$ cat src/hw/rtl/assert_macros.svh
// ----------------------------------------------------------------------------
// Assertion macros shared by the tree store RTL
// ----------------------------------------------------------------------------
`ifndef ASSERT_MACROS_SVH
`define ASSERT_MACROS_SVH

// Check a property on every clock edge outside reset.
`define RRT_ASSERT(lbl, clk, rst_n, prop, msg) \
  lbl: assert property (@(posedge clk) disable iff (!rst_n) (prop)) else $error(msg);

// Check that a condition implies a consequence in the same cycle.
`define RRT_ASSERT_IMPL(lbl, clk, rst_n, ante, cons, msg) \
  lbl: assert property (@(posedge clk) disable iff (!rst_n) (ante) |-> (cons)) \
    else $error(msg);

`endif

$ cat src/hw/rtl/rrtnv_dist.sv
// ----------------------------------------------------------------------------
// rrtnv_dist
// Three-stage squared distance: absolute differences, squares, sum.
// ----------------------------------------------------------------------------
`timescale 1ns / 1ps

module rrtnv_dist #(
  parameter int unsigned CW = 12
) (
  input  logic            clk_i,
  input  logic [CW-1:0]   a_x_i,
  input  logic [CW-1:0]   a_y_i,
  input  logic [CW-1:0]   b_x_i,
  input  logic [CW-1:0]   b_y_i,
  output logic [2*CW:0]   dist_sq_o
);

  logic [CW-1:0]   adx_d, ady_d;
  logic [CW-1:0]   adx_q, ady_q;
  logic [2*CW-1:0] sqx_q, sqy_q;
  logic [2*CW:0]   sum_q;

  assign adx_d = (a_x_i > b_x_i) ? (a_x_i - b_x_i) : (b_x_i - a_x_i);
  assign ady_d = (a_y_i > b_y_i) ? (a_y_i - b_y_i) : (b_y_i - a_y_i);

  always_ff @(posedge clk_i) begin
    adx_q <= adx_d;
    ady_q <= ady_d;
    sqx_q <= (2*CW)'(adx_q) * (2*CW)'(adx_q);
    sqy_q <= (2*CW)'(ady_q) * (2*CW)'(ady_q);
    sum_q <= (2*CW+1)'(sqx_q) + (2*CW+1)'(sqy_q);
  end

  assign dist_sq_o = sum_q;

endmodule

$ cat config.mk
export PLATFORM = sky130hd
export DESIGN_NAME = rrtnv_dist
export DESIGN_NICKNAME = d
export VERILOG_FILES = /design/src/hw/rtl/assert_macros.svh /design/src/hw/rtl/rrtnv_dist.sv
export SDC_FILE = /design/constraint.sdc
export NUM_CORES = 1
export LEC_CHECK = 0
export ABC_AREA = 1
export BUFFER_PORTS_ARGS = -buffer_cell sky130_fd_sc_hd__buf_2
export CORE_UTILIZATION = 60
export DETAILED_ROUTE_END_ITERATION = 8
export GPL_ROUTABILITY_DRIVEN = 1
export HOLD_SLACK_MARGIN = 0.15
export PLACE_DENSITY = 0.77
export REMOVE_ABC_BUFFERS = 1
export SYNTH_ARGS = -nofsm -noshare
export SYNTH_HDL_FRONTEND = slang
export SYNTH_SLANG_ARGS = --single-unit
$ cat constraint.sdc
create_clock -name clk_i -period 6.15 [get_ports clk_i]
set_input_delay 0.615 -clock clk_i [delete_from_list [all_inputs] [get_ports clk_i]]
set_output_delay 0.615 -clock clk_i [all_outputs]
set_load 0.005 [all_outputs]
==> impl_metrics.py <==
metrics = {
    "worst_setup_path": {
        "r2r_start": "adx_q[6]$_DFF_P_",
        "path_buf_inv": 5,
        "crit_end": "sqx_q[19]$_DFF_P_",
        "worstSetupStartpointType": "flop",
        "crit_type": "reg2reg",
        "r2r_slack_ns": 1.27,
        "path_cells": "nand2_1 > inv_1 > fa_1 > fa_1 > inv_1 > fa_1 > inv_1 > fa_1 > inv_1 > fa_1 > inv_1 > ha_1 > nand2_1 > nor2_1 > nand2_1 > nand2_1 > nand3_1 > a21o_1 > nand2_1",
        "crit_start": "adx_q[6]$_DFF_P_",
        "slowest_stage": "dfxtp_1",
        "critical_path_arrival_ns": 5.17,
        "worstSetupEndpointType": "flop",
        "critPathMaxFanout": 12,
        "slowest_delay_ns": 0.68,
        "r2r_end": "sqx_q[19]$_DFF_P_",
        "r2r_cells": 19,
        "cp_top_family": "adder cells",
        "cp.required_ns": 6.45,
        "worst-path-stages": 19,
    },
    "routing": {
        "viasPerCell": 4.929,
        "routed_wl_um": 30730,
        "antenna_left": 0,
        "wl_per_cell_um": 12.22,
        "drc": 0,
        "dr.first_iter.drc_count": 695,
        "drt_pass1_iterations": 7,
        "vias": 12400,
    },
    "clock_tree": {
        "clock-root-buffer": "clkbuf_16",
        "clock_sinks": 95,
        "cts_hold_buffers": 0,
        "cts_resized": 0,
        "cts_max_path_buffers": 2,
        "cts_htree_levels": 3,
        "numCtsBuffers": 9,
        "cts_setup_buffers": 0,
        "clk_latency_ns": 0.35,
        "path_clk_slew_ns": 0.07,
        "cts_tree": "yes",
    },
    "grt": {
        "grtUsageMet1": 0.3219,
        "grt_pass1_wl_um": 53740,
        "grt_pass1_vias": 12330,
        "use_met3": 0.03048,
        "grt_antenna_before_repair": 0,
        "busiest_layer": "met2",
        "grtUsageTotal": 0.2538,
        "grt_use_met2": 0.4535,
        "grt-ovfl-total": 0,
        "grt_max_degree": 17,
    },
    "timing": {
        "finalCritPeriodShare": 0.7928,
        "hold_viol": 0,
        "post-route-min-period_ns": 4.876,
        "rsz0062_at_grt": "false",
        "worst_slew_pin_slew_ns": 0.6586,
        "slew_headroom": 0.5604,
        "tns_ns": 0,
        "maxSlewViolCount": 0,
        "finalSetupViolCount": 0,
        "max_freq_mhz": 205.1,
        "fin_worst_skew_ns": 0.01289,
        "layout_setup_ws_ns": 1.274,
        "whs_ns": 0.4605,
    },
    "synth": {
        "synth_top_area_frac": 0.2189,
        "synthesis.area_um2": 14810,
        "ys_seq_elements": 95,
        "yosys.cell_types.count": 30,
        "seq_area_frac_synth": 0.1284,
        "yosysMostFrequentCell": "nand2_1",
        "synthCells": 2143,
        "synth.avg_cell_area_um2": 6.913,
        "yosysTopAreaCell": "fa_1",
        "synth_common_cells": "651 x nand2_1, 573 x inv_1, 185 x ha_1",
        "synth-async-reset-ratio": 0,
        "ys.flop_type": "dfxtp_1",
        "synthTopCellsByArea": "fa_1 22%, nand2_1 16%, ha_1 16%",
        "yosys_warnings": 0,
        "synth_edf_count": 0,
    },
    "finish": {
        "fin_area_um2": 15680,
        "drive_gt1_frac": 0.05660,
        "area_delta_synth_final_pct": 5.836,
        "num_antenna_cells": 0,
        "fill_cells": 2189,
        "nets": 2582,
        "multi_input_area_um2": 10510,
        "seq_area_um2": 1902,
    },
    "min_path": {
        "hp-class": "reg2reg",
        "min_from": "sqy_q[0]$_DFF_P_",
    },
    "place": {
        "dp_hpwl_um": 26400,
        "pre_cts_slack_ns": 1.334,
        "port_buffers": 73,
        "place.gp.congestion": 0.9194,
        "dpl_cell_area_um2": 15350,
    },
    "floorplan": {
        "row_count": 57,
        "die-area_um2": 25320,
        "initial_core_util": 0.6109,
        "die_x_um": 159.1,
        "die_y_um": 159.1,
        "fp.coreArea_um2": 24250,
        "top_level_ports": 74,
    },
    "run": {
        "max-cap-violations": 0,
    },
    "outcome": {
        "status": "finished clean",
    },
}
-- routing by layer --
| metal | share of wire | vias to the layer above |
|---|---|---|
| li1 | - | 6376 |
| met1 | 0.45 | 5686 |
| met2 | 0.49 | 285 |
| met3 | 0.039 | 49 |
| met4 | 0.024 | 0 |
| met5 | 0 | - |
-- cell families (layout without fill, tap and decap cells) --
group / count (synthesis) / after routing / share of synthesized area
XOR/XNOR: 72 / 72 / 0.04257
buffers and inverters: 618 / 666 / 0.1622
adder cells (fa/ha/maj): 347 / 347 / 0.3752
AO/OA/AOI/OAI: 100 / 100 / 0.03834
flip-flops: 95 / 95 / 0.1284
AND/OR/NAND/NOR: 911 / 911 / 0.2534
-- metrics by stage --
step           utilization  std cells
5_1_grt             0.6466       2515
3_3_place_gp        0.6330       2499
3_5_place_dp        0.6330       2499
6_report            0.6466       2515
2_1_floorplan            -       2102
4_1_cts             0.6466       2515
-- registers in the layout, indices dropped and copies added (netlist names) --
register / count
dist_sq_o: 25
sqx_q: 23
sqy_q: 23
adx_q: 12
ady_q: 12
-- area by class of cell --
| class | instances | area share |
|---|---|---|
| multi-input cells | 1430 | 0.6703 |
| inverters | 577 | 0.1381 |
| well taps | 324 | 0.02586 |
| clock inverters | 6 | 0.005826 |
| repair buffers | 73 | 0.02330 |
| flip-flops and latches | 95 | 0.1213 |
| clock buffers | 10 | 0.01524 |
-- worst reg2reg max path, cell delays in order (launching register included) --
cell and delay, ns:
dfxtp_1 0.68, nand2_1 0.20, inv_1 0.12, fa_1 0.44
fa_1 0.51, inv_1 0.06, fa_1 0.53, inv_1 0.05
fa_1 0.48, inv_1 0.05, fa_1 0.47, inv_1 0.04
ha_1 0.33, nand2_1 0.11, nor2_1 0.19, nand2_1 0.09
nand2_1 0.13, nand3_1 0.13, a21o_1 0.18, nand2_1 0.05
-- cell usage in the layout, fill, tap and decap left out, types with 6 or more instances in the layout --
master       n
fa_1       162
nand3_1    102
nor3_1       6
a21o_1       9
xor2_1      52
inv_1      573
clkbuf_16    9
nand3_2      6
a21oi_1     66
nor2_1      93
buf_2       73
xnor2_1     20
nand4_1     24
nand2_1    651
o21bai_1    12
nand2_2      6
o21ai_0      9
dfxtp_1     95
or2_2        6
ha_1       185
-- worst min-delay path by stage --
| stage | end | slack [ns] | depth (start not counted) |
|---|---|---|---|
| after floorplan | dist_sq_o[0]$_DFF_P_ | 0.42 | 1 |
| after global placement | dist_sq_o[0]$_DFF_P_ | 0.44 | 1 |
| after detailed placement | dist_sq_o[0]$_DFF_P_ | 0.44 | 1 |
| after CTS | dist_sq_o[0]$_DFF_P_ | 0.46 | 1 |
| after global routing | dist_sq_o[0]$_DFF_P_ | 0.48 | 1 |
| final | dist_sq_o[0]$_DFF_P_ | 0.46 | 1 |
Power is not shown: default switching activity piles up to over one toggle a cycle in this logic, so the estimate is an artifact.
